`src/rtl/core/median_filter_3x3_defines.svh`:
```
// ----------------------------------------------------------------------------
// median_filter_3x3 assertion macros
// Concurrent assertion wrappers, compiled out when ASSERT_OFF is defined.
// ----------------------------------------------------------------------------
`ifndef MEDIAN_FILTER_3X3_DEFINES_SVH
`define MEDIAN_FILTER_3X3_DEFINES_SVH

`ifndef ASSERT_OFF
`define MF3_ASSERT_CLK(lbl, clk_s, rstn_s, prop) \
  lbl: assert property (@(posedge clk_s) disable iff (!rstn_s) (prop)) \
    else $error("median_filter_3x3 assertion failed");
`define MF3_ASSERT(lbl, prop) `MF3_ASSERT_CLK(lbl, clk, rst_n, prop)
`else
`define MF3_ASSERT_CLK(lbl, clk_s, rstn_s, prop)
`define MF3_ASSERT(lbl, prop)
`endif

`endif

```
`src/rtl/core/mf3_pkg.sv`:
```
// ----------------------------------------------------------------------------
// mf3_pkg
// Types, register indexes and compare helpers for the 3x3 median filter.
// ----------------------------------------------------------------------------
`timescale 1ns / 1ps
`default_nettype none

package mf3_pkg;

  localparam int PIX_W     = 8;
  localparam int COL_W     = 3 * PIX_W;
  localparam int FW_W      = 12;
  localparam int FH_W      = 16;
  localparam int CFG_W     = 16;
  localparam int CFG_IDX_W = 1;

  localparam logic [CFG_IDX_W-1:0] REG_FRAME_WIDTH  = 1'b0;
  localparam logic [CFG_IDX_W-1:0] REG_FRAME_HEIGHT = 1'b1;

  typedef logic [PIX_W-1:0] pix_t;
  // top row in [23:16], middle [15:8], bottom [7:0]
  typedef logic [COL_W-1:0] col_t;

  typedef struct packed {
    pix_t pixel_in;
  } in_item_t;

  typedef struct packed {
    pix_t pixel_out;
    logic end_of_row;
    logic end_of_frame;
    logic last_in_run;
  } out_item_t;

  typedef struct packed {
    col_t w0;
    col_t w1;
    col_t w2;
    logic c_ge1;
    logic c_ge2;
    logic last_col;
    logic r_ge1;
    logic last_row;
  } job_t;

  typedef struct packed {
    pix_t hi;
    pix_t md;
    pix_t lo;
  } csort_t;

  function automatic pix_t pmax(input pix_t a, input pix_t b);
    return (a > b) ? a : b;
  endfunction

  function automatic pix_t pmin(input pix_t a, input pix_t b);
    return (a < b) ? a : b;
  endfunction

  function automatic pix_t max3(input pix_t a, input pix_t b, input pix_t c);
    return pmax(pmax(a, b), c);
  endfunction

  function automatic pix_t min3(input pix_t a, input pix_t b, input pix_t c);
    return pmin(pmin(a, b), c);
  endfunction

  function automatic pix_t mid3(input pix_t a, input pix_t b, input pix_t c);
    return pmax(pmin(pmax(a, b), c), pmin(a, b));
  endfunction

  function automatic csort_t col_sort(input col_t w);
    csort_t s;
    s.hi = max3(w[23:16], w[15:8], w[7:0]);
    s.md = mid3(w[23:16], w[15:8], w[7:0]);
    s.lo = min3(w[23:16], w[15:8], w[7:0]);
    return s;
  endfunction

  // window one row lower, bottom row replicated
  function automatic col_t lower_col(input col_t w);
    return {w[15:8], w[7:0], w[7:0]};
  endfunction

endpackage

`default_nettype wire

```
`src/rtl/core/mf3_stream_if.sv`:
```
// ----------------------------------------------------------------------------
// mf3_stream_if
// Valid/ready stream channel carrying one payload item per transfer.
// ----------------------------------------------------------------------------
`timescale 1ns / 1ps
`default_nettype none

interface mf3_stream_if #(
  parameter type T = logic
) ();
  logic valid;
  logic ready;
  T     data;

  modport source (output valid, output data, input ready);
  modport sink   (input valid, input data, output ready);
endinterface

`default_nettype wire

```
`src/rtl/core/mf3_emit.sv`:
```
// ----------------------------------------------------------------------------
// mf3_emit
// Result sequencer and two-stage median network with output register.
// ----------------------------------------------------------------------------
`timescale 1ns / 1ps
`default_nettype none

module mf3_emit import mf3_pkg::*; (
  input  wire          clk,
  input  wire          rst_n,
  input  wire          job_valid,
  output logic         job_ready,
  input  job_t         job,
  mf3_stream_if.source out_ch
);

  job_t       job_r;
  logic [3:0] mask_r;
  logic       a_valid_r;
  csort_t     a_sort_r [3];
  logic       a_eor_r, a_eof_r, a_last_r;
  logic       out_valid_r;
  out_item_t  out_item_r;

  logic [3:0] new_mask, pick, mask_rest, mask_left;
  logic       a_ready, b_ready, issue, use_lower, right_edge;
  col_t       v0, v1, v2, left_c, mid_c, right_c;
  pix_t       lo, hi, md;

  // slot order: left result, right-edge result, then same on the lower window
  assign new_mask = {job.last_row & job.last_col, job.last_row & job.c_ge1,
                     job.r_ge1 & job.last_col, job.r_ge1 & job.c_ge1};

  assign b_ready   = !out_valid_r || out_ch.ready;
  assign a_ready   = !a_valid_r || b_ready;
  assign issue     = (mask_r != '0) && a_ready;
  assign pick      = mask_r & (~mask_r + 4'd1);
  assign mask_rest = mask_r & ~pick;
  assign mask_left = issue ? mask_rest : mask_r;
  assign job_ready = (mask_left == '0);

  assign use_lower  = pick[2] | pick[3];
  assign right_edge = pick[1] | pick[3];

  always_comb begin
    v0 = use_lower ? lower_col(job_r.w0) : job_r.w0;
    v1 = use_lower ? lower_col(job_r.w1) : job_r.w1;
    v2 = use_lower ? lower_col(job_r.w2) : job_r.w2;
    if (right_edge) begin
      left_c = job_r.c_ge1 ? v1 : v2;
      mid_c  = v2;
    end else begin
      left_c = job_r.c_ge2 ? v0 : v1;
      mid_c  = v1;
    end
    right_c = v2;
  end

  always_comb begin
    lo = min3(a_sort_r[0].hi, a_sort_r[1].hi, a_sort_r[2].hi);
    hi = max3(a_sort_r[0].lo, a_sort_r[1].lo, a_sort_r[2].lo);
    md = mid3(a_sort_r[0].md, a_sort_r[1].md, a_sort_r[2].md);
  end

  always_ff @(posedge clk) begin
    if (!rst_n) begin
      mask_r      <= '0;
      a_valid_r   <= 1'b0;
      out_valid_r <= 1'b0;
    end else begin
      mask_r <= (job_valid && job_ready) ? new_mask : mask_left;
      if (a_ready) begin
        a_valid_r <= issue;
      end
      if (b_ready) begin
        out_valid_r <= a_valid_r;
      end
    end
  end

  always_ff @(posedge clk) begin
    if (job_valid && job_ready) begin
      job_r <= job;
    end
    if (a_ready) begin
      a_sort_r[0] <= col_sort(left_c);
      a_sort_r[1] <= col_sort(mid_c);
      a_sort_r[2] <= col_sort(right_c);
      a_eor_r     <= right_edge;
      a_eof_r     <= pick[3];
      a_last_r    <= (mask_rest == '0);
    end
    if (b_ready) begin
      out_item_r.pixel_out    <= mid3(lo, hi, md);
      out_item_r.end_of_row   <= a_eor_r;
      out_item_r.end_of_frame <= a_eof_r;
      out_item_r.last_in_run  <= a_last_r;
    end
  end

  assign out_ch.valid = out_valid_r;
  assign out_ch.data  = out_item_r;

endmodule

`default_nettype wire

```
`src/flat_wrapper.sv`:
```
// flat-port wrapper written by rule: the top's interface ports become plain ports
module mf3_emit_flat import mf3_pkg::*;
  (clk, rst_n, job_valid, job_ready, job, out_ch_valid, out_ch_data, out_ch_ready);
  mf3_stream_if out_ch_i ();
  input  wire clk;
  input  wire rst_n;
  input  wire job_valid;
  output logic job_ready;
  input  job_t job;
  output wire logic [$bits(out_ch_i.valid)-1:0] out_ch_valid;
  output wire logic [$bits(out_ch_i.data)-1:0] out_ch_data;
  input wire logic [$bits(out_ch_i.ready)-1:0] out_ch_ready;
  assign out_ch_valid = out_ch_i.valid;
  assign out_ch_data = out_ch_i.data;
  assign out_ch_i.ready = out_ch_ready;
  mf3_emit u_core (.clk(clk), .rst_n(rst_n), .job_valid(job_valid), .job_ready(job_ready), .job(job), .out_ch(out_ch_i));
endmodule
```
`config.mk`:
```
export PLATFORM = sky130hd
export DESIGN_NAME = mf3_emit_flat
export DESIGN_NICKNAME = d
export VERILOG_FILES = /design/src/rtl/core/median_filter_3x3_defines.svh /design/src/rtl/core/mf3_pkg.sv /design/src/rtl/core/mf3_stream_if.sv /design/src/rtl/core/mf3_emit.sv /design/src/flat_wrapper.sv
export SDC_FILE = /design/constraint.sdc
export NUM_CORES = 1
export LEC_CHECK = 0
export BUFFER_PORTS_ARGS = -buffer_cell sky130_fd_sc_hd__clkbuf_2
export CORE_MARGIN = 3
export CORE_UTILIZATION = 23
export DETAILED_ROUTE_END_ITERATION = 16
export PLACE_DENSITY = 0.81
export SETUP_SLACK_MARGIN = 0.02
export SYNTH_ARGS = -nofsm -noshare
export SYNTH_HDL_FRONTEND = slang
export SYNTH_SLANG_ARGS = --single-unit
```
`constraint.sdc`:
```
create_clock -name clk -period 2.8 [get_ports clk]
set_clock_uncertainty 0.1 [all_clocks]
set_input_delay 0.56 -clock clk [delete_from_list [all_inputs] [get_ports clk]]
set_output_delay 0.56 -clock clk [all_outputs]
set_load 0.005 [all_outputs]
```
# Word level (Yosys, flattened, before mapping)
# Index checks and enable logic that the tools add are counted.
# W data, S select, Z words.
totals:
  regBits: 8
  out_inout_bits: 3
  elab_cells: 25
op_classes:
  n_addsub: 1
  muxes: 2
  n_bitwise: 8
  reduce_logical: 9
ops:
  columns: ["op", "count"]
  rows:
  - ["$and A4 B4 Y4", 2]
  - ["$logic_not A4 Y1", 2]
  - ["$mux W4", 2]
  - ["$not A4 Y4", 2]
  - ["$add A4 B1 Y4 const B", 1]
  - ["$and A1 B1 Y1", 4]
  - ["$reduce_bool A4 Y1", 1]
  - ["$logic_and A1 B1 Y1", 2]
  - ["$logic_not A1 Y1", 2]
  - ["$logic_or A1 B1 Y1", 2]

# Logic depth before layout (Yosys ltp)
logic_depth:
  ltp_word: 9
  ltp_mapped: 5
  mapped_depth_nobuf: 5

# Worst setup path before layout
# OpenSTA, ideal clock, no wires.
synth_timing:
  path_kind: "input-to-output"
  start: "in out_ch_ready"
  end: "out job_ready"
  arrival_time_ns: 1.435
  t_required_ns: 2.140
  slack_ns: 0.705
  path_stages: 5
  path_cell_list: "and3b_2 inv_2 maj3_2 a21oi_2 inv_1"
synth_between:
  elab_chain_len: 5
synth_lines:
  columns: ["element", "line_no", "text"]
  rows:
  - ["from (decl)", "flat_wrapper.sv:12", "input wire logic [$bits(out_ch_i.ready)-1:0] out_ch_ready;"]
  - ["$logic_or A1 B1 Y1", "mf3_emit.sv:34", "assign b_ready = !out_valid_r || out_ch.ready;"]
  - ["$logic_or A1 B1 Y1", "mf3_emit.sv:35", "assign a_ready = !a_valid_r || b_ready;"]
  - ["$logic_and A1 B1 Y1", "mf3_emit.sv:36", "assign issue = (mask_r != '0) && a_ready;"]
  - ["$mux W4", "mf3_emit.sv:39", "assign mask_left = issue ? mask_rest : mask_r;"]
  - ["$logic_not A4 Y1", "mf3_emit.sv:40", "assign job_ready = (mask_left == '0);"]
  - ["to (decl)", "flat_wrapper.sv:8", "output logic job_ready;"]
# Every way passes these cells.

# Worst setup path in the final report
# Same ends and word-level chain as after synthesis.

==> results list <==
- The run finished with clean final reports.
* Reg2Reg Setup Slack: about 1200 ps
- The floorplan step defined a die boundary enclosing approximately 2100 um2.
* Die outline width: 45.99 um
* Worst hold stages: 0
- Hold Path Class: flop to flop
- The pre-antenna-repair detailed-routing pass consisted of 4 iterations.
* Most numerous cell on the critical path: sky130_fd_sc_hd__clkbuf_2
- Area taken by multi-input logic gates: 161.4 um2
- In the global route stage, overall resource usage came out at under 10%.
- IO Port Bufs: 10
* Global placement routability congestion: ~0.85
- Initial core utilization: 26.30%
* Synth area leader: sky130_fd_sc_hd__dfxtp_1
* Pins Over Slew Limit: 0
* Static leakage: about 0.17 nW
- Area Growth Syn to Fin: 24.83%
* Fraction of final layout cells with drive strength greater than 1: about 32%
- In the final timing run, aggregate negative setup slack is 0 ps.
- Number of flops mapped to enable cells by yosys: 2
- The first global-routing pass estimated 1290 um of wire.
- Worst VDD drop: 0.0002657 V
- Max stage delay cell, worst path: sky130_fd_sc_hd__maj3_2
* Clock tree from TritonCTS: yes
- Detailed-route vias per instance: just under 5
- The floorplan has 13 rows.
* Fraction of synthesis flops using an asynchronous set or reset pin: 0%
* Total of flip-flops plus latches after synthesis: 8
- In this run the critical register-to-register path is launched from u_core.out_ch.valid.
- For this block, the routed nets add up to ~700 um of wire.
- Endpoint of the most critical register-to-register path: u_core.mask_r[2]
* Initial drt markers: 7
* Register area share after synthesis: about 49%
- By area the synthesized netlist is led by sky130_fd_sc_hd__dfxtp_1 (33%), sky130_fd_sc_hd__edfxtp_1 (16%), sky130_fd_sc_hd__nand4_1 (6.8%).
- Category of the worst setup path capture point: primary output
- Slew at the pin with the worst max-slew slack: ~530 ps
- In the synthesized netlist the dominant register cell turns out to be sky130_fd_sc_hd__dfxtp_1.
- At the later pin of the worst-skew pair, clock insertion delay measures about 250 ps.
- Counting every net in the synthesized netlist gives 121.
* Vias in the first global route: around 340
- Number of CTS-inserted buffers: 3
- Synthesis instantiated 22 different standard cells from the library.
- Yosys top cell area share: 32.65%
- In this run the post-CTS setup repair buffer count came out at 0.
- Count of antenna diodes in the layout: 0
- On the worst path, the slowest cell contributes a delay of 310 ps.
- For this run, the number of Yosys warnings is 0.
- The final critical path takes up 85.30% of the cycle.
- Ratio of total power to cell area: approximately 510 nW/um2
- Measured along the y axis, the die boundary spans 45.99 um.
- In this run the clock root is driven by a sky130_fd_sc_hd__clkbuf_4.
* Post-synthesis instance total: 40
* Post-layout nets: ~140
* Number of fillers in the final layout: about 150
* Required @ worst endpoint: 2140 ps
- The detailed router placed about 340 vias in this run.
* # DRC: 0
- For this design the top-level I/O count stands at 84.
- The startpoint identified for the worst hold timing path is u_core.a_last_r.
* Post-synthesis instance area: approximately 370 um2
- The worst hold path terminates at u_core.out_ch.data.
- Standard cell core area: 1399 um2
- Subtracting the final worst setup slack from the clock period gives between 2000 and 2500 ps.
- Sink count of the clock tree: 8
- Ordered cell list for the critical path: clkbuf_2 -> and3b_2 -> inv_2 -> maj3_2 -> a21oi_2 -> inv_1 -> clkbuf_2
- Detailed-route wire length per cell: 10.53 um
- Once detail routing completed, the nets flagged for antenna violations numbered 0.
- Global routing finished with a remaining overflow of 0.
* Pin count of the biggest net entering global routing: 10
* Worst setup SP type: input pin
* Number of cells on the worst reg-to-reg path: 5
- Peak fanout along the critical path: 5
- In this run the number of H-tree levels came out at 1.
- Setup violations remaining at the end of the flow were counted as 0.
- Derived from the worst setup path, the maximum achievable clock frequency is 0.4187 GHz.
- Worst Setup Path Type: input pin to primary output
- No sink is reached through more buffers than the 2 on the longest clock path.
- Headroom to the max-slew limit came out at 63.80%.
- After clock tree synthesis, the clock-pin slew on the worst setup and hold paths is approximately 60 ps.
- Across the run, the number of max-cap violations was 0.
* HPWL after DPL: 543 um
* Post-layout total power: roughly 240 uW
- Buffers inserted to repair hold after CTS numbered 0.
* Crit path DAT: around 1700 ps
* Flip-flop and latch area: around 180 um2
- Final Hold Viols: 0
* RSZ-0062 raised after global routing: false
- The number of gates resized after CTS was 0.
- Each instance of the synthesized netlist takes up on average around 9 um2.
- The number of antenna violations at the first check in global routing is 0.
==> cells in the mapped netlist, drive strengths merged (2+ instances only) <==
| cell type | n |
|---|---|
| nand4 | 4 |
| o21ai | 5 |
| a21oi | 4 |
| o211ai | 2 |
| inv | 4 |
| dfxtp | 6 |
| clkinv | 2 |
| edfxtp | 2 |
==> state kept, by name (all words and copies together), names as in the netlist <==
| name | count |
|---|---|
| u_core.a_last_r | 1 |
| u_core.out_ch.data | 1 |
| u_core.a_valid_r | 1 |
| u_core.mask_r | 4 |
| u_core.out_ch.valid | 1 |
==> through the flow <==
| step | hold slack [ps] | setup slack [ps] | util [%] | cell area, um2 | instances |
|---|---|---|---|---|---|
| finish | 318.9 | 411.5 | 32.83 | 459.2 | 68 |
| global route | 356.2 | 321.5 | 32.83 | 459.2 | 68 |
| CTS | 321.3 | 420.0 | 32.83 | 459.2 | 68 |
| detailed placement | 307.0 | 439.7 | 30.95 | 432.9 | 64 |
| global placement | 306.5 | 439.7 | 30.95 | 432.9 | 64 |
| floorplan | 300.3 | 704.9 | - | 367.9 | 40 |
==> worst max-delay path: cells and delay by family <==
kind / cells / cell delay (ps)
AOI/OAI and AO/OA: 1 / 250
adders and majority gates: 1 / 310
buffers and inverters: 4 / 320
and+or+nand+nor: 1 / 280
==> cells by family after synthesis <==
logic type | share of synthesized area [%]
buffers and inverters | 7.141
AND/OR/NAND/NOR | 16.32
flip-flops | 48.98
adder cells (fa/ha/maj) | 3.061
AO/OA/AOI/OAI | 24.49
==> power by group <==
part | internal (mW) | switching [mW] | leakage [nW] | total [mW]
combinational | 0.00843 | 0.00971 | 0.0887 | 0.0181
clock | 0.0544 | 0.0377 | 0.0150 | 0.0921
sequential | 0.122 | 0.00313 | 0.0649 | 0.125
==> metal layers <==
| layer | GRT usage, % | part of all wire (%) | vias to the layer above | routed length (um) |
|---|---|---|---|---|
| met5 | 0 | 0 | - | 0 |
| met4 | 3.409 | 0 | 0 | 0 |
| met3 | 7.115 | 9.2 | 0 | 66 |
| met2 | 14.29 | 46 | 13 | 326 |
| met1 | 8.962 | 45 | 144 | 323 |
| li1 | - | - | 179 | - |
==> cells in the final DEF, fill, tap and decap left out, drive strengths merged, types with 2 or more instances in the layout <==
master,count
dfxtp,6
edfxtp,2
nand4,4
inv,4
o211ai,2
a21oi,4
clkinv,2
o21ai,5
clkbuf,14
==> area by class of cell <==
| cell class | instances | area share [%] |
|---|---|---|
| multi-input cells | 25 | 35.15 |
| repair buffers | 10 | 10.90 |
| well taps | 15 | 4.087 |
| inverters | 6 | 4.905 |
| flip-flops and latches | 8 | 39.24 |
| clock buffers | 4 | 5.722 |
==> how the worst max path moves through the flow <==
stage	startpoint	to	slack, ps	cells after the start
4_1_cts	out_ch_ready	job_ready	420	7
6_report	out_ch_ready	job_ready	410	7
3_5_place_dp	out_ch_ready	job_ready	440	7
5_1_grt	out_ch_ready	job_ready	320	7
3_3_place_gp	out_ch_ready	job_ready	440	7
2_1_floorplan	out_ch_ready	job_ready	700	5
(Power assumes the default switching activity.)
